===== config.mk =====
export PLATFORM = sky130hd
export DESIGN_NAME = tga_rle_pixel_decoder_unit
export DESIGN_NICKNAME = d
export VERILOG_FILES = /design/src/rtl/trd_pkg.sv /design/src/rtl/trd_in_stage.sv /design/src/rtl/trd_decode.sv /design/src/rtl/trd_out_stage.sv /design/src/rtl/tga_rle_pixel_decoder_unit.sv
export SDC_FILE = /design/constraint.sdc
export NUM_CORES = 1
export LEC_CHECK = 0
export BUFFER_PORTS_ARGS = -buffer_cell sky130_fd_sc_hd__buf_4
export CAP_MARGIN = 20
export CELL_PAD_IN_SITES_DETAIL_PLACEMENT = 1
export CELL_PAD_IN_SITES_GLOBAL_PLACEMENT = 2
export CORE_MARGIN = 2
export CORE_UTILIZATION = 42
export DETAILED_ROUTE_END_ITERATION = 8
export HOLD_SLACK_MARGIN = 0.12
export PLACE_DENSITY_LB_ADDON = 0.1
export SLEW_MARGIN = 20
export SYNTH_ARGS = -nofsm -noshare
export SYNTH_HDL_FRONTEND = slang
export SYNTH_SLANG_ARGS = --single-unit
export TNS_END_PERCENT = 5

===== constraint.sdc =====
create_clock -name clk -period 8.4 [get_ports clk]
set_clock_uncertainty 0.05 [all_clocks]
set_input_delay 1.68 -clock clk [delete_from_list [all_inputs] [get_ports clk]]
set_output_delay 1.68 -clock clk [all_outputs]
set_load 0.02 [all_outputs]

===== src/rtl/trd_pkg.sv =====
`timescale 1ns / 1ps
`default_nettype none
// ----------------------------------------------------------------------------
// trd_pkg
// Shared types and constants for the TGA run-length pixel decoder.
// ----------------------------------------------------------------------------
package trd_pkg;

  // Header layout (byte offsets within the 18-byte TGA header)
  localparam int unsigned HdrLen = 18;
  localparam int unsigned HdrIdxW = $clog2(HdrLen);

  localparam logic [HdrIdxW-1:0] HDR_ID_LEN    = HdrIdxW'(0);
  localparam logic [HdrIdxW-1:0] HDR_CMAP_LO   = HdrIdxW'(5);
  localparam logic [HdrIdxW-1:0] HDR_CMAP_HI   = HdrIdxW'(6);
  localparam logic [HdrIdxW-1:0] HDR_CMAP_BITS = HdrIdxW'(7);
  localparam logic [HdrIdxW-1:0] HDR_WIDTH_LO  = HdrIdxW'(12);
  localparam logic [HdrIdxW-1:0] HDR_WIDTH_HI  = HdrIdxW'(13);
  localparam logic [HdrIdxW-1:0] HDR_HEIGHT_LO = HdrIdxW'(14);
  localparam logic [HdrIdxW-1:0] HDR_HEIGHT_HI = HdrIdxW'(15);
  // First byte after width and height are complete: pixel count is formed here
  localparam logic [HdrIdxW-1:0] HDR_AREA      = HdrIdxW'(16);
  localparam logic [HdrIdxW-1:0] HDR_LAST      = HdrIdxW'(HdrLen - 1);

  // ID plus color-map skip saturates at this value
  localparam int unsigned SkipW = 18;
  localparam logic [SkipW-1:0] SKIP_MAX = '1;

  // Packet header byte
  localparam int unsigned RunFlagBit = 7;
  localparam logic [6:0] PKT_COUNT_MASK = 7'h7f;

  // Pixel byte order within a pixel: blue, green, red, alpha
  localparam logic [1:0] PIX_BLUE  = 2'd0;
  localparam logic [1:0] PIX_GREEN = 2'd1;
  localparam logic [1:0] PIX_RED   = 2'd2;
  localparam logic [1:0] PIX_ALPHA = 2'd3;

  typedef enum logic [1:0] {
    PH_HEADER = 2'd0,
    PH_SKIP   = 2'd1,
    PH_PACKET = 2'd2,
    PH_PIXEL  = 2'd3
  } trd_phase_t;

  typedef struct packed {
    logic [7:0]  red;
    logic [7:0]  green;
    logic [7:0]  blue;
    logic [7:0]  repeat_count;
    logic [15:0] image_width;
    logic [15:0] image_height;
    logic        last_of_image;
  } trd_result_t;

endpackage
`default_nettype wire


===== src/rtl/trd_in_stage.sv =====
`timescale 1ns / 1ps
`default_nettype none
// ----------------------------------------------------------------------------
// trd_in_stage
// Input register: holds one byte until the decoder takes it.
// ----------------------------------------------------------------------------
module trd_in_stage (
  input  wire logic       clk,
  input  wire logic       rst,
  input  wire logic       in_valid,
  output logic            in_stall,
  input  wire logic [7:0] data_byte,
  input  wire logic       advance,
  output logic            byte_valid,
  output logic [7:0]      byte_data
);

  logic       held;
  logic [7:0] held_byte;

  // Full and not draining this cycle
  assign in_stall   = held && !advance;
  assign byte_valid = held;
  assign byte_data  = held_byte;

  always_ff @(posedge clk) begin
    if (rst) begin
      held <= 1'b0;
    end else if (!in_stall) begin
      held <= in_valid;
    end
  end

  always_ff @(posedge clk) begin
    if (!in_stall && in_valid) begin
      held_byte <= data_byte;
    end
  end

endmodule
`default_nettype wire


===== src/rtl/trd_decode.sv =====
`timescale 1ns / 1ps
`default_nettype none
// ----------------------------------------------------------------------------
// trd_decode
// Header parse, ID/color-map skip and RLE packet decode, one byte per cycle.
// ----------------------------------------------------------------------------
module trd_decode
  import trd_pkg::*;
(
  input  wire logic       clk,
  input  wire logic       rst,
  input  wire logic       byte_fire,
  input  wire logic [7:0] byte_data,
  output logic            res_fire,
  output trd_result_t     res
);

  trd_phase_t          phase, phase_next;
  logic [HdrIdxW-1:0]  hdr_idx, hdr_idx_next;
  logic [7:0]          id_length, id_length_next;
  logic [15:0]         cmap_len, cmap_len_next;
  logic [7:0]          cmap_bits, cmap_bits_next;
  logic [15:0]         width_reg, width_reg_next;
  logic [15:0]         height_reg, height_reg_next;
  logic [31:0]         total_pix, total_pix_next;
  logic [SkipW-1:0]    skip_remaining, skip_remaining_next;
  logic [7:0]          packet_remaining, packet_remaining_next;
  logic                packet_is_run, packet_is_run_next;
  logic [7:0]          pix_blue, pix_blue_next;
  logic [7:0]          pix_green, pix_green_next;
  logic [7:0]          pix_red, pix_red_next;
  logic [1:0]          pix_idx, pix_idx_next;
  logic [31:0]         pixels_left, pixels_left_next;

  // Color-map skip arithmetic
  logic [8:0]  entry_bits_rnd;
  logic [5:0]  entry_bytes;
  logic [21:0] cmap_bytes;
  logic [22:0] skip_sum;
  logic [SkipW-1:0] skip_sat;

  // Pixel emit arithmetic
  logic [7:0]  count;
  logic [31:0] left_after;
  logic        last;
  logic [7:0]  pr_after;

  assign entry_bits_rnd = {1'b0, cmap_bits} + 9'd7;
  assign entry_bytes    = entry_bits_rnd[8:3];
  assign cmap_bytes     = 22'(cmap_len) * 22'(entry_bytes);
  assign skip_sum       = {1'b0, cmap_bytes} + {15'd0, id_length};
  assign skip_sat       = (skip_sum > {5'd0, SKIP_MAX}) ? SKIP_MAX : skip_sum[SkipW-1:0];

  always_comb begin
    if (packet_is_run) begin
      count = (pixels_left < {24'd0, packet_remaining}) ? pixels_left[7:0]
                                                        : packet_remaining;
      pr_after = 8'd0;
    end else begin
      count = 8'd1;
      pr_after = (packet_remaining != 8'd0) ? packet_remaining - 8'd1 : 8'd0;
    end
  end

  assign left_after = pixels_left - {24'd0, count};
  assign last       = (left_after == 32'd0);

  always_comb begin
    phase_next            = phase;
    hdr_idx_next          = hdr_idx;
    id_length_next        = id_length;
    cmap_len_next         = cmap_len;
    cmap_bits_next        = cmap_bits;
    width_reg_next        = width_reg;
    height_reg_next       = height_reg;
    total_pix_next        = total_pix;
    skip_remaining_next   = skip_remaining;
    packet_remaining_next = packet_remaining;
    packet_is_run_next    = packet_is_run;
    pix_blue_next         = pix_blue;
    pix_green_next        = pix_green;
    pix_red_next          = pix_red;
    pix_idx_next          = pix_idx;
    pixels_left_next      = pixels_left;
    res_fire              = 1'b0;

    res.red           = pix_red;
    res.green         = pix_green;
    res.blue          = pix_blue;
    res.repeat_count  = count;
    res.image_width   = width_reg;
    res.image_height  = height_reg;
    res.last_of_image = last;

    if (byte_fire) begin
      case (phase)
        PH_HEADER: begin
          case (hdr_idx)
            HDR_ID_LEN:    id_length_next      = byte_data;
            HDR_CMAP_LO:   cmap_len_next[7:0]  = byte_data;
            HDR_CMAP_HI:   cmap_len_next[15:8] = byte_data;
            HDR_CMAP_BITS: cmap_bits_next      = byte_data;
            HDR_WIDTH_LO:  width_reg_next[7:0]  = byte_data;
            HDR_WIDTH_HI:  width_reg_next[15:8] = byte_data;
            HDR_HEIGHT_LO: height_reg_next[7:0]  = byte_data;
            HDR_HEIGHT_HI: height_reg_next[15:8] = byte_data;
            HDR_AREA:      total_pix_next = 32'(width_reg) * 32'(height_reg);
            default: ;
          endcase
          if (hdr_idx == HDR_LAST) begin
            hdr_idx_next        = '0;
            skip_remaining_next = skip_sat;
            if (skip_sat != '0) begin
              phase_next = PH_SKIP;
            end else begin
              pixels_left_next = total_pix;
              phase_next = (total_pix == 32'd0) ? PH_HEADER : PH_PACKET;
            end
          end else begin
            hdr_idx_next = hdr_idx + HdrIdxW'(1);
          end
        end
        PH_SKIP: begin
          skip_remaining_next = skip_remaining - SkipW'(1);
          if (skip_remaining == SkipW'(1)) begin
            pixels_left_next = total_pix;
            phase_next = (total_pix == 32'd0) ? PH_HEADER : PH_PACKET;
          end
        end
        PH_PACKET: begin
          packet_is_run_next    = byte_data[RunFlagBit];
          packet_remaining_next = {1'b0, byte_data[6:0] & PKT_COUNT_MASK} + 8'd1;
          pix_idx_next          = PIX_BLUE;
          phase_next            = PH_PIXEL;
        end
        PH_PIXEL: begin
          case (pix_idx)
            PIX_BLUE:  pix_blue_next  = byte_data;
            PIX_GREEN: pix_green_next = byte_data;
            PIX_RED:   pix_red_next   = byte_data;
            default: ;
          endcase
          if (pix_idx == PIX_ALPHA) begin
            res_fire              = 1'b1;
            pixels_left_next      = left_after;
            packet_remaining_next = pr_after;
            pix_idx_next          = PIX_BLUE;
            if (last) begin
              phase_next            = PH_HEADER;
              hdr_idx_next          = '0;
              packet_remaining_next = 8'd0;
            end else if (pr_after == 8'd0) begin
              phase_next = PH_PACKET;
            end
          end else begin
            pix_idx_next = pix_idx + 2'd1;
          end
        end
        default: ;
      endcase
    end
  end

  always_ff @(posedge clk) begin
    if (rst) begin
      phase            <= PH_HEADER;
      hdr_idx          <= '0;
      skip_remaining   <= '0;
      packet_remaining <= 8'd0;
      packet_is_run    <= 1'b0;
      pix_idx          <= PIX_BLUE;
      pixels_left      <= 32'd0;
    end else begin
      phase            <= phase_next;
      hdr_idx          <= hdr_idx_next;
      skip_remaining   <= skip_remaining_next;
      packet_remaining <= packet_remaining_next;
      packet_is_run    <= packet_is_run_next;
      pix_idx          <= pix_idx_next;
      pixels_left      <= pixels_left_next;
    end
  end

  // Header fields and pixel channels
  always_ff @(posedge clk) begin
    id_length  <= id_length_next;
    cmap_len   <= cmap_len_next;
    cmap_bits  <= cmap_bits_next;
    width_reg  <= width_reg_next;
    height_reg <= height_reg_next;
    total_pix  <= total_pix_next;
    pix_blue   <= pix_blue_next;
    pix_green  <= pix_green_next;
    pix_red    <= pix_red_next;
  end

`ifndef SYNTHESIS
  a_skip_nonzero: assert property (@(posedge clk) disable iff (rst)
    phase == PH_SKIP |-> skip_remaining != '0)
    else $error("skip phase with nothing left to skip");

  a_pixels_left: assert property (@(posedge clk) disable iff (rst)
    phase == PH_PIXEL |-> pixels_left != 32'd0)
    else $error("pixel phase with no pixels left in image");

  a_packet_open: assert property (@(posedge clk) disable iff (rst)
    phase == PH_PIXEL |-> packet_remaining != 8'd0)
    else $error("pixel phase with empty packet");

  a_last_restart: assert property (@(posedge clk) disable iff (rst)
    res_fire && res.last_of_image |=> phase == PH_HEADER && hdr_idx == '0)
    else $error("decoder did not restart header after last pixel");
`endif

endmodule
`default_nettype wire


===== src/rtl/trd_out_stage.sv =====
`timescale 1ns / 1ps
`default_nettype none
// ----------------------------------------------------------------------------
// trd_out_stage
// Result register: holds one decoded pixel item until the receiver takes it.
// ----------------------------------------------------------------------------
module trd_out_stage
  import trd_pkg::*;
(
  input  wire logic         clk,
  input  wire logic         rst,
  input  wire logic         res_fire,
  input  wire trd_result_t  res,
  output logic              advance,
  output logic              out_valid,
  input  wire logic         out_stall,
  output trd_result_t       res_q
);

  // Register is free, or its item leaves at this edge
  assign advance = !out_valid || !out_stall;

  always_ff @(posedge clk) begin
    if (rst) begin
      out_valid <= 1'b0;
    end else if (advance) begin
      out_valid <= res_fire;
    end
  end

  always_ff @(posedge clk) begin
    if (advance && res_fire) begin
      res_q <= res;
    end
  end

endmodule
`default_nettype wire


===== src/rtl/tga_rle_pixel_decoder_unit.sv =====
`timescale 1ns / 1ps
`default_nettype none
// ----------------------------------------------------------------------------
// tga_rle_pixel_decoder_unit
// Streaming decoder for run-length coded 32-bit BGRA TGA images.
// ----------------------------------------------------------------------------
// Usage:
//  - Input channel (in_valid / in_stall / data_byte) carries the file stream,
//    one byte per item. The 18-byte header is parsed, then the ID field and
//    color map (entries x whole bytes per entry) are dropped, then RLE
//    packets are decoded.
//  - Output channel (out_valid / out_stall / pixel fields) carries one item
//    per run packet (color + repeat count, clipped to the pixels left) and
//    one item per raw pixel (count 1). Alpha is dropped. last_of_image marks
//    the item that completes the image; the next byte starts a new header.
//  - Throughput: one byte per cycle, sustained while no waiting result is
//    stalled. Every byte goes through a single decode step between the
//    input register and the result register: the item that an alpha byte
//    completes is registered there and drives out_valid.
//  - Stall: while out_stall holds a waiting result, the decoder freezes and
//    in_stall rises once the input register is full.
//  - Reset (rst, synchronous): both channels empty, decoder waits for a
//    header. No clearing pass.
// ----------------------------------------------------------------------------
module tga_rle_pixel_decoder_unit
  import trd_pkg::*;
(
  input  wire logic        clk,
  input  wire logic        rst,
  input  wire logic        in_valid,
  output logic             in_stall,
  input  wire logic [7:0]  data_byte,
  output logic             out_valid,
  input  wire logic        out_stall,
  output logic [7:0]       red,
  output logic [7:0]       green,
  output logic [7:0]       blue,
  output logic [7:0]       repeat_count,
  output logic [15:0]      image_width,
  output logic [15:0]      image_height,
  output logic             last_of_image
);

  logic        advance;     // decode step may run this cycle
  logic        byte_valid;  // input register holds a byte
  logic [7:0]  byte_data;
  logic        res_fire;    // decode step produces a pixel item
  trd_result_t res;
  trd_result_t res_q;

  trd_in_stage u_in (
    .clk        (clk),
    .rst        (rst),
    .in_valid   (in_valid),
    .in_stall   (in_stall),
    .data_byte  (data_byte),
    .advance    (advance),
    .byte_valid (byte_valid),
    .byte_data  (byte_data)
  );

  // Byte is consumed only when the result register can take any output
  trd_decode u_dec (
    .clk       (clk),
    .rst       (rst),
    .byte_fire (byte_valid && advance),
    .byte_data (byte_data),
    .res_fire  (res_fire),
    .res       (res)
  );

  trd_out_stage u_out (
    .clk       (clk),
    .rst       (rst),
    .res_fire  (res_fire),
    .res       (res),
    .advance   (advance),
    .out_valid (out_valid),
    .out_stall (out_stall),
    .res_q     (res_q)
  );

  assign red           = res_q.red;
  assign green         = res_q.green;
  assign blue          = res_q.blue;
  assign repeat_count  = res_q.repeat_count;
  assign image_width   = res_q.image_width;
  assign image_height  = res_q.image_height;
  assign last_of_image = res_q.last_of_image;

endmodule
`default_nettype wire


; Word-level counts from Yosys, hierarchy flattened
; Index checks and enable logic that the tools add are counted.
[totals]
regBits = 263
out_inout_bits = 67
elab_cells = 135
in_bits = 12
[op_classes]
mul = 2
eq_ne = 22
muxes = 32
order_cmp = 2
n_addsub = 8
reduce_logical = 40
[op_table]
columns = operator, count
row1 = $mux W32, 4
row2 = $pmux W32 S3, 1
row3 = $logic_not A32 Y1, 2
row4 = $mux W8, 6
row5 = $reduce_and A3 Y1, 14
row6 = $mux W18, 2
row7 = $pmux W18 S2, 1
row8 = $lt A32 B8 Y1, 1
row9 = $mul A16 B16 Y32, 1
row10 = $sub A32 B8 Y32, 1
row11 = $add A22 B8 Y23, 1
row12 = $gt A23 B18 Y1 const B, 1
row13 = $mul A16 B6 Y22, 1
row14 = $eq A5 B4 Y1 const B, 4
row15 = $eq A18 B1 Y1 const B, 1
row16 = $reduce_bool A18 Y1, 1
row17 = $sub A18 B1 Y18 const B, 1
row18 = $mux W2, 8
row19 = $pmux W8 S2, 1
row20 = $eq A5 B3 Y1 const B, 3
row21 = $mux W5, 3
row22 = $eq A5 B5 Y1 const B, 2
row23 = $pmux W5 S2, 1
row24 = $add A8 B3 Y9 const B, 1
row25 = 25 further kinds, 44

; Depth between registers and ports, before layout
; Gate-level depths: netlist of the first run.
[depth]
word_depth = 9
ltp_mapped = 26
mapped_depth_nobuf = 24

; By module
; From an unflattened synthesis of the first run, not the netlist that was laid out.
[hier_totals]
cells_unflattened = 2330
area_unflattened_um2 = 23402.4
[by_module_without_submodules]
columns = mod, cells_per_inst, n_inst, area_per_inst_um2, seq_area_each_um2
row1 = trd_decode, 2247, 1, 21115.3, 4964.8
row2 = trd_out_stage, 70, 1, 1990.7, 1971.9
row3 = trd_in_stage, 12, 1, 290.3, 260.2
row4 = tga_rle_pixel_decoder_unit, 1, 1, 6.3, 0.0

; Worst setup path after synthesis of the first run
; No wires, ideal clock.
[synth_path]
path_type = reg-to-reg
from = register u_dec.cmap_bits[2]
to = register u_dec.pixels_left[0]
required_ns = 8.222
synth_period_minus_slack_ns = 6.740
n_path_buf = 3
stages_incl_launch_ff = 26
setup_slack_ns = 1.660
setup_time_ns = 0.128
arrival_ns = 6.562
cell_sequence = edfxtp_1 > o31a_1 > nand3_1 > xor2_1 > clkbuf_1 > nand2b_1 > fa_1 > fa_1 > inv_1 > fa_1 > inv_1 > fa_1 > inv_1 > ha_1 > buf_2 > o21a_1 > o31ai_1 > a211o_1 > a211oi_1 > a311oi_1 > or4_1 > or4_4 > o21ai_4 > buf_6 > mux2i_1 > nor2_1
[synth_between]
elab_chain_cells = 8
[synth_lines]
columns = element, line_no
row1 = start: declaration, trd_decode.sv:22  ; logic [7:0] cmap_bits, cmap_bits_next;
row2 = start signal: assignment, trd_decode.sv:188  ; cmap_bits <= cmap_bits_next;
row3 = $add A8 B3 Y9 (*), trd_decode.sv:48  ; assign entry_bits_rnd = {1'b0, cmap_bits} + 9'd7;
row4 = $mul A16 B6 Y22 (*), trd_decode.sv:50  ; assign cmap_bytes = 22'(cmap_len) * 22'(entry_bytes);
row5 = $add A22 B8 Y23 (*), trd_decode.sv:51  ; assign skip_sum = {1'b0, cmap_bytes} + {15'd0, id_length};
row6 = $gt A23 B18 Y1, trd_decode.sv:52  ; assign skip_sat = (skip_sum > {5'd0, SKIP_MAX}) ? SKIP_MAX : skip_sum[SkipW-1:0];
row7 = $mux W18 (*), trd_decode.sv:52
row8 = $reduce_bool A18 Y1 (*), trd_decode.sv:113  ; if (skip_sat != '0) begin
row9 = $ne A2 B2 Y1 (no source line) (*), -
row10 = $reduce_and A6 Y1 (no source line) (*), -
row11 = end signal: assignment, trd_decode.sv:180  ; pixels_left <= pixels_left_next;
row12 = end: declaration, trd_decode.sv:33  ; logic [31:0] pixels_left, pixels_left_next;
; Every way passes the cells marked *; elsewhere a longest branch is shown, timed or not.
; A chain may end at the register's enable or synchronous reset.

; Worst setup path in the final report of the first run
[layout_path]
from = register u_dec.cmap_bits[2]
to = register u_dec.pixels_left[7]
; Same word-level chain as after synthesis.

==> results of run 1 <==
==> where the power goes <==
group	total, mW	switching [mW]	leakage (nW)	internal [mW]
registers	1.41	0.0131	2.29	1.39
clock network	1.36	0.591	0.495	0.769
logic	0.0806	0.0568	8.53	0.0238
total	2.85	0.661	11.3	2.19
==> routing by layer <==
metal	track usage, %	routed length, um	vias to the layer above	part of all wire, %
met1	30.59	29270	9132	42
met2	46.13	37340	269	53
met4	6.211	1566	0	2.2
met3	2.482	2206	87	3.1
li1	-	-	8061	-
met5	0	0	-	0
==> cell usage after synthesis, drive strengths merged, types with 15 or more instances <==
library cell	count	area (sq um)
nor3	54	270.3
o21ai	70	361.6
or3	23	153.9
dfxtp	70	1401
xor2	28	245.2
xnor2	40	350.3
clkbuf	76	287.8
a21o	24	180.2
ha	185	2315
o211ai	16	120.1
inv	305	1145
nand2b	26	162.7
a21oi	108	544.3
nor4	19	140.1
nand2	282	1059
mux2i	22	220.2
a211oi	21	187.7
and3	15	93.84
nand3	27	135.1
edfxtp	193	5796
fa	257	5145
nand4	20	125.1
nor2b	69	431.7
nor2	115	431.7
and2	127	794.5
==> layout make-up <==
type	instances	area share (%)
Tap cell	748	3.607
Multi-Input combinational cell	1707	57.13
Sequential cell	263	27.74
Inverter	305	4.413
Clock buffer	37	3.193
Timing Repair Buffer	111	3.212
Clock inverter	20	0.7089
==> path summary, 6_finish.rpt <==
check | start | endpoint
worst max register to register | u_dec.cmap_bits[2] | u_dec.pixels_left[7]
worst min-delay path | u_dec.pix_blue[5] | u_out.res_q[46]
worst min register to register | u_dec.pix_blue[5] | u_out.res_q[46]
worst max-delay path | u_dec.cmap_bits[2] | u_dec.pixels_left[7]
==> metrics by stage <==
| step | worst slack, ns | std cells | instance area (sq um) |
|---|---|---|---|
| 2_1_floorplan | 1.660 | 2362 | 23500 |
| 3_3_place_gp | 0.8090 | 3134 | 24930 |
| 3_5_place_dp | 0.6299 | 3134 | 24930 |
| 4_1_cts | 0.6463 | 3191 | 25940 |
| 5_1_grt | 0.2396 | 3191 | 25940 |
| 6_report | 0.7306 | 3191 | 25940 |
==> worst max-delay path, stage by stage, from the launching register on <==
cell,delay [ns]
edfxtp_1,0.40
o31a_1,0.37
nand3_1,0.12
xor2_1,0.43
nor2b_1,0.12
fa_1,0.49
fa_1,0.55
fa_1,0.55
inv_1,0.06
fa_1,0.50
inv_1,0.04
ha_1,0.37
a21oi_1,0.17
o211ai_1,0.11
a221o_1,0.41
o31ai_4,0.33
a31oi_1,0.13
a2111oi_1,0.67
o211ai_1,0.44
o21ai_4,0.64
buf_4,0.30
mux2i_1,0.20
nor2_1,0.05
==> cell families (layout without fill, tap and decap cells) <==
kind of cell / after synthesis / after routing / synth area share, %
buffers and inverters: 392 / 473 / 6.395
XOR/XNOR: 68 / 68 / 2.535
flip-flops: 263 / 263 / 30.63
AO/OA/AOI/OAI: 363 / 363 / 10.36
adder cells (fa/ha/maj): 442 / 442 / 31.74
multiplexers: 22 / 22 / 0.9371
AND/OR/NAND/NOR: 812 / 812 / 17.40
==> results.cfg, run 1 <==
[timing]
max_slew.worst_pin.slew_ns = 1.200
relSlewSlack_pct = 19.98
rsz0062_at_grt = false
max_clock_freq_mhz = 130.4
finalHoldViolCount = 0
final_max_slew_viol_count = 0
post-route-period-util_pct = 91.30
fin_crit_ns = 7.669
fin_worst_hold_slack_ns = 0.3686
setup-tns-final_ns = 0
setup_viol = 0

[place]
gp_congestion = 0.8266
dp_hpwl_mm = 53.31
portBuffers = 78

[power]
p_total_mw = 2.847
ir_worst_vdd_uv = 139.8
power_density_mw_per_mm2 = 109.8
power_leakage_nw = 11.31

[floorplan]
core_sq_mm = 0.05520
ios = 79
dieArea_sq_mm = 0.05786
row_count = 86
chipWidth_um = 240.5
initial_utilization_pct = 42.57
fp.dieH_um = 240.5

[detailed_routing]
vias = 17550
detail_route.wl_per_cell_um = 22.06
drt_iter0_markers = 803
drcViolationCount = 0
dr.pass1.iters = 4
final_antenna_net_count = 0
drt_wl_total_mm = 70.39
viasPerCell = 5.500

[finish]
reg_top3 = u_out.res_q (65), u_dec.pixels_left (32), u_dec.total_pix (32)
drive_above_1_share_pct = 8.309
regMostFlops = u_out.res_q
num-nets-final = 2873
largest_reg_flops = 65
antennaDiodeCount = 0
num-fill-cells = 6170
final_common_cell = inv_1
multiInputGateArea_sq_mm = 0.01482
fin_util_pct = 47.00
area_growth_pct = 10.40
seqCellArea_sq_mm = 0.007197
mostFrequentLayoutCells = 304 x inv_1, 281 x nand2_1, 257 x fa_1, 193 x edfxtp_1, 185 x ha_1

[worst_setup_path]
cp-start-kind = flop
critPathMaxFanout = 14
reg2reg_depth = 22
required_ns = 8.81
arrival_ns = 8.08
cp-end-kind = flop
r2r_slack_ns = 0.73
timing.setup.critical_path_class = reg -> reg

[global_route]
grt_pass1_vias = 19250
grt_start_max_net_pins = 73
gr-usage-all-layers_pct = 24.77
grt_pass1_wl_mm = 110.1
antenna_found_initial = 1
grt-ovfl-total = 0

[clock_network]
post_cts_buffers = 0
clock-root-buffer = clkbuf_16
htreeDepth = 1
cts_buffers = 31
holdBufCountCts = 0
cts_num_sinks = 263
cts-resized-gates = 0
tritoncts = yes
clkTransAtPathRegs_ns = 0.06
clk_latency_ns = 0.60
clockBufferDepth = 3

[worst_hold_path]
hp-class = reg -> reg
holdPathStages = 0

[yosys]
synth_edf_count = 193
synthFlopType = edfxtp_1
yosys_warnings = 0
synth.distinct_cells = 86
ys_seq_area_share_pct = 30.63
ys_async_sr_fraction_pct = 0
synth_fp_nets = 2816
avgSynthCellArea_sq_um = 9.949
syn_area_sq_mm = 0.02350
syn_inst = 2362
synth-seq-cells = 263

[run_status]
status = finished, final reports clean

[job]
drv_cap = 0
No activity file was read; power rests on OpenSTA's default activity.
==> inputs of run 2 (changes only) <==
CTS_CLUSTER_SIZE = 30   (was not set)
GPL_ROUTABILITY_DRIVEN = 0   (was not set)
PLACE_DENSITY = 0.87   (was not set)
PLACE_DENSITY_LB_ADDON = not set   (was 0.1)
==> run 2 against run 1 <==
  * Non-clock buffer count fell by 13
  * Power rose by 5.1%
  * Core utilization is essentially flat
  * Final area about the same
  * Critical path depth increased by 2
  * Clock power increased by 11%
  * Via count up 1.2%
  * First-iteration DRC count rose by 5.0%
  * Global-route usage fell by 0.55 points
  * Critical path type unchanged
  * Critical endpoint is now u_dec.pixels_left[0]
  * Largest cell class unchanged
  * Highest routed layer unchanged
==> results.cfg, run 2 (synthesis gave the netlist of run 1 again) <==
[timing]
setup_viol = 0
setup-tns-final_ns = 0
final_max_slew_viol_count = 0
rsz0062_at_grt = false
max_slew.worst_pin.slew_ns = 1.155
fin_crit_ns = 7.865
post-route-period-util_pct = 93.63
max_clock_freq_mhz = 127.1
fin_ws_ns = 0.5348
relSlewSlack_pct = 22.98
finalHoldViolCount = 0

[finish]
largest_reg_flops = 65
num-nets-final = 2860
mostFrequentLayoutCells = 304 x inv_1, 281 x nand2_1, 257 x fa_1, 193 x edfxtp_1, 185 x ha_1
area_growth_pct = 10.51
finalInstanceArea_sq_mm = 0.02597
reg_top3 = u_out.res_q (65), u_dec.pixels_left (32), u_dec.total_pix (32)
drive_above_1_share_pct = 8.063
fin_cells = 3179
seqCellArea_sq_mm = 0.007197
multiInputGateArea_sq_mm = 0.01482
num-fill-cells = 6129
antennaDiodeCount = 0
final_common_cell = inv_1
regMostFlops = u_out.res_q

[power]
power_density_mw_per_mm2 = 115.2
p_int_mw = 2.317
p_total_mw = 2.991
p_comb_share_pct = 2.3
power_frac_seq_pct = 47.4
netSwitchingPower_mw = 0.6744
clockPowerShare_pct = 50.4
p_sw_share_pct = 22.55
power_leakage_nw = 11.30
ir_worst_vdd_uv = 150.4

[detailed_routing]
detail_route.wl_per_cell_um = 21.67
drt_wl_total_mm = 68.88
final_antenna_net_count = 0
dr.pass1.iters = 5
drcViolationCount = 0
drt_iter0_markers = 843
viasPerCell = 5.587
vias = 17760

[worst_setup_path]
arrival_ns = 8.26
cp-start-kind = flop
cp-end-kind = flop
critPathMaxFanout = 15
rr_startpoint = u_dec.cmap_bits[1]
r2r_slack_ns = 0.53
required_ns = 8.79
timing.setup.critical_path_class = reg -> reg
crit_start = u_dec.cmap_bits[1]

[place]
dp_hpwl_mm = 51.34
place_area_sq_mm = 0.02482
portBuffers = 78
pre_cts_slack_ns = 0.3919
dp_cells = 3120

[global_route]
grt_pass1_wl_mm = 109.7
grt_start_max_net_pins = 73
grt_pass1_vias = 19810
antenna_found_initial = 0
gr-usage-all-layers_pct = 24.22
grt-ovfl-total = 0

[job]
drv_cap = 0

[clock_network]
clockBufferDepth = 3
clk_latency_ns = 0.60
cts_buffers = 31
clock-root-buffer = clkbuf_16
holdBufCountCts = 0
tritoncts = yes
cts_num_sinks = 263
post_cts_buffers = 0
clkTransAtPathRegs_ns = 0.06
cts-resized-gates = 0
htreeDepth = 1

[run_status]
status = finished, final reports clean

[floorplan]
core_sq_mm = 0.05520
initial_utilization_pct = 42.57
ios = 79
dieArea_sq_mm = 0.05786
fp.dieH_um = 240.5
row_count = 86
chipWidth_um = 240.5

[worst_hold_path]
hp-class = reg -> reg
hp-start = u_dec.pix_blue[0]
[run 2: changes by cell type in the layout (fill, tap and decap cells not counted)]
cell        delta
buf_4         -14
clkbuf_1       -3
clkinvlp_4     +1
a2111oi_0      +1
clkinv_1       -2
clkbuf_8       -3
clkbuf_4       +1
bufinv_16      +5
a2111oi_1      -1
inv_6          +2
clkinv_4       +1
[run 2: metrics by stage]
step                hold WS (ns)  utilization (%)
detailed placement        0.3562            44.96
global placement          0.3530            44.96
CTS                       0.3670            47.02
finish                    0.3696            47.04
global route              0.3767            47.04
floorplan                 0.3503                -
[run 2: metal layers]
layer  vias to the layer above  GRT usage (%)  wire [um]
met4                         0          8.244       2212
met2                       351          44.65      36570
li1                       8036              -          -
met5                         -              0          0
met1                      9247          29.47      27980
met3                       128          2.379       2125
[run 2: power groups by stage]
stage / registers [mW] / clock network (mW) / logic [mW]
2_1_floorplan: 1.43 / 0 / 0.0399
3_3_place_gp: 1.44 / 0 / 0.0659
3_5_place_dp: 1.44 / 0 / 0.0664
4_1_cts: 1.42 / 1.54 / 0.0674
5_1_grt: 1.42 / 1.58 / 0.0733
6_report: 1.42 / 1.51 / 0.0675
[run 2: worst max-delay path, cell delays in order, from the launching register on]
cell and delay [ns]:
edfxtp_1 0.43, o31a_1 0.38, nand2_1 0.12, xor2_1 0.49
nor2b_1 0.15, fa_1 0.57, inv_1 0.06, fa_1 0.48
inv_1 0.06, fa_1 0.53, inv_1 0.05, fa_1 0.50
inv_1 0.04, ha_1 0.28, a21oi_1 0.18, o211ai_1 0.12
a221o_1 0.42, o31ai_4 0.33, a31oi_1 0.13, a2111oi_1 0.65
o211ai_1 0.43, o21ai_4 0.62, buf_4 0.35, mux2i_1 0.22
nor2_1 0.06
[run 2: cell type report]
| class | instances | share of cell area (%) |
|---|---|---|
| flip-flops and latches | 263 | 27.71 |
| repair buffers | 98 | 2.833 |
| multi-input cells | 1707 | 57.07 |
| clock inverters | 27 | 1.388 |
| well taps | 748 | 3.604 |
| inverters | 305 | 4.409 |
| clock buffers | 31 | 2.987 |
[run 2: worst paths after layout]
| kind | endpoint | cells past startpoint |
|---|---|---|
| setup / recovery | u_dec.pixels_left[0] | 24 |
| hold reg to reg | u_out.res_q[41] | 0 |
| setup reg to reg | u_dec.pixels_left[0] | 24 |
| hold / removal | u_out.res_q[41] | 0 |
==> inputs of run 3 (changes only) <==
RECOVER_POWER = 50   (was not set)
==> run 3 against run 2 <==
  * Worst setup slack lost 0.0041 ns
  * Power is essentially flat
  * Critical endpoint unchanged
  * Register-to-register slack is essentially flat
  * Sequential share of layout area grew 0.26 points
  * Clock power is essentially flat
==> results.cfg, run 3 (synthesis gave the netlist of run 1 again) <==
[run_status]
status = finished, final reports clean

[finish]
num-nets-final = 2860
drive_above_1_share_pct = 5.389
largest_reg_flops = 65
final_common_cell = inv_1
regMostFlops = u_out.res_q
reg_top3 = u_out.res_q (65), u_dec.pixels_left (32), u_dec.total_pix (32)
fin_cells = 3179
area_growth_pct = 9.472
mostFrequentLayoutCells = 304 x inv_1, 281 x nand2_1, 257 x fa_1, 193 x edfxtp_1, 185 x ha_1
num-fill-cells = 6176
antennaDiodeCount = 0

[detailed_routing]
viasPerCell = 5.581
dr.pass1.iters = 5
detail_route.wl_per_cell_um = 21.67
drt_wl_total_mm = 68.87
vias = 17740
final_antenna_net_count = 0
drt_iter0_markers = 934
dr_wl_met2_mm = 36.48
highest_layer = met4
wl_met1_mm = 27.97
wl_met3_mm = 2.215
drcViolationCount = 0

[clock_network]
htreeDepth = 1
cts-resized-gates = 0
holdBufCountCts = 0
cts_buffers = 31
clock-root-buffer = clkbuf_16
cts_num_sinks = 263
clkTransAtPathRegs_ns = 0.07
clockBufferDepth = 3
post_cts_buffers = 0
tritoncts = yes
clk_latency_ns = 0.59

[global_route]
gr-usage-all-layers_pct = 24.22
antenna_found_initial = 0
grt_start_max_net_pins = 73
grt_pass1_vias = 19810
grt-ovfl-total = 0
grt_pass1_wl_mm = 109.7

[timing]
setup-tns-final_ns = 0
setup_viol = 0
finalHoldViolCount = 0
final_max_slew_viol_count = 0
max_slew.worst_pin.slew_ns = 1.231
post-route-period-util_pct = 93.68
fin_crit_ns = 7.869
max_clock_freq_mhz = 127.1
rsz0062_at_grt = false
relSlewSlack_pct = 17.92

[job]
drv_cap = 0

[worst_hold_path]
hp-class = reg -> reg

[floorplan]
dieArea_sq_mm = 0.05786
ios = 79
fp.dieH_um = 240.5
chipWidth_um = 240.5
row_count = 86
core_sq_mm = 0.05520
initial_utilization_pct = 42.57

[power]
ir_worst_vdd_uv = 150.2
power_leakage_nw = 11.07
power_density_mw_per_mm2 = 116.2

[worst_setup_path]
cp-end-kind = flop
arrival_ns = 8.26
critPathMaxFanout = 15
timing.setup.critical_path_class = reg -> reg
required_ns = 8.79
cp-start-kind = flop

[place]
portBuffers = 78
dp_hpwl_mm = 51.34
dp_cells = 3120
==> run 3: worst max-delay path: stages (launching register included) <==
cell and delay [ns]:
edfxtp_1 0.41, o31a_1 0.39, nand2_1 0.12, xor2_1 0.49, nor2b_1 0.15, fa_1 0.57
inv_1 0.06, fa_1 0.48, inv_1 0.06, fa_1 0.53, inv_1 0.05, fa_1 0.50
inv_1 0.04, ha_1 0.28, a21oi_1 0.18, o211ai_1 0.12, a221o_1 0.42, o31ai_4 0.33
a31oi_1 0.13, a2111oi_1 0.63, o211ai_1 0.43, o21ai_4 0.64, buf_4 0.36, mux2i_1 0.21
nor2_1 0.06
==> run 3: metal layers <==
metal / vias to the layer above / GRT usage, %
li1: 8040 / -
met1: 9215 / 29.47
met2: 360 / 44.65
met3: 127 / 2.379
met4: 0 / 8.244
met5: - / 0
==> run 3: final cells by class <==
class	count	area, sq um	area share, %
Timing Repair Buffer	98	491.7	1.911
Inverter	305	1145	4.450
Sequential cell	263	7197	27.98
Clock inverter	27	360.3	1.401
Multi-Input combinational cell	1707	14820	57.61
Tap cell	748	935.9	3.638
Clock buffer	31	775.7	3.016
==> run 3: metrics by stage <==
stage | setup slack [ns] | total power, mW | hold slack, ns | instance area (sq um) | util, %
6_report | 0.5307 | 2.990 | 0.3695 | 25720 | 46.60
5_1_grt | 0.005390 | 3.068 | 0.3767 | 25720 | 46.60
4_1_cts | 0.3273 | 3.024 | 0.3670 | 25950 | 47.02
3_5_place_dp | 0.3919 | 1.511 | 0.3562 | 24820 | 44.96
3_3_place_gp | 0.6805 | 1.510 | 0.3530 | 24820 | 44.96
2_1_floorplan | 1.660 | 1.470 | 0.3503 | 23500 | -
==> run 3: report_power, final <==
part | internal (mW) | switching, mW | total [mW] | leakage, nW
Sequential | 1.39 | 0.0233 | 1.42 | 2.29
Combinational | 0.0213 | 0.0451 | 0.0664 | 8.23
Clock | 0.901 | 0.606 | 1.51 | 0.551
Total | 2.32 | 0.674 | 2.99 | 11.1
==> run 3: path summary, 6_finish.rpt <==
path	slack (ns)	end	cells after the start	start
hold reg to reg	0.37	u_out.res_q[41]	0	u_dec.pix_blue[0]
hold / removal	0.37	u_out.res_q[41]	0	u_dec.pix_blue[0]
setup / recovery	0.53	u_dec.pixels_left[0]	24	u_dec.cmap_bits[2]
setup reg to reg	0.53	u_dec.pixels_left[0]	24	u_dec.cmap_bits[2]
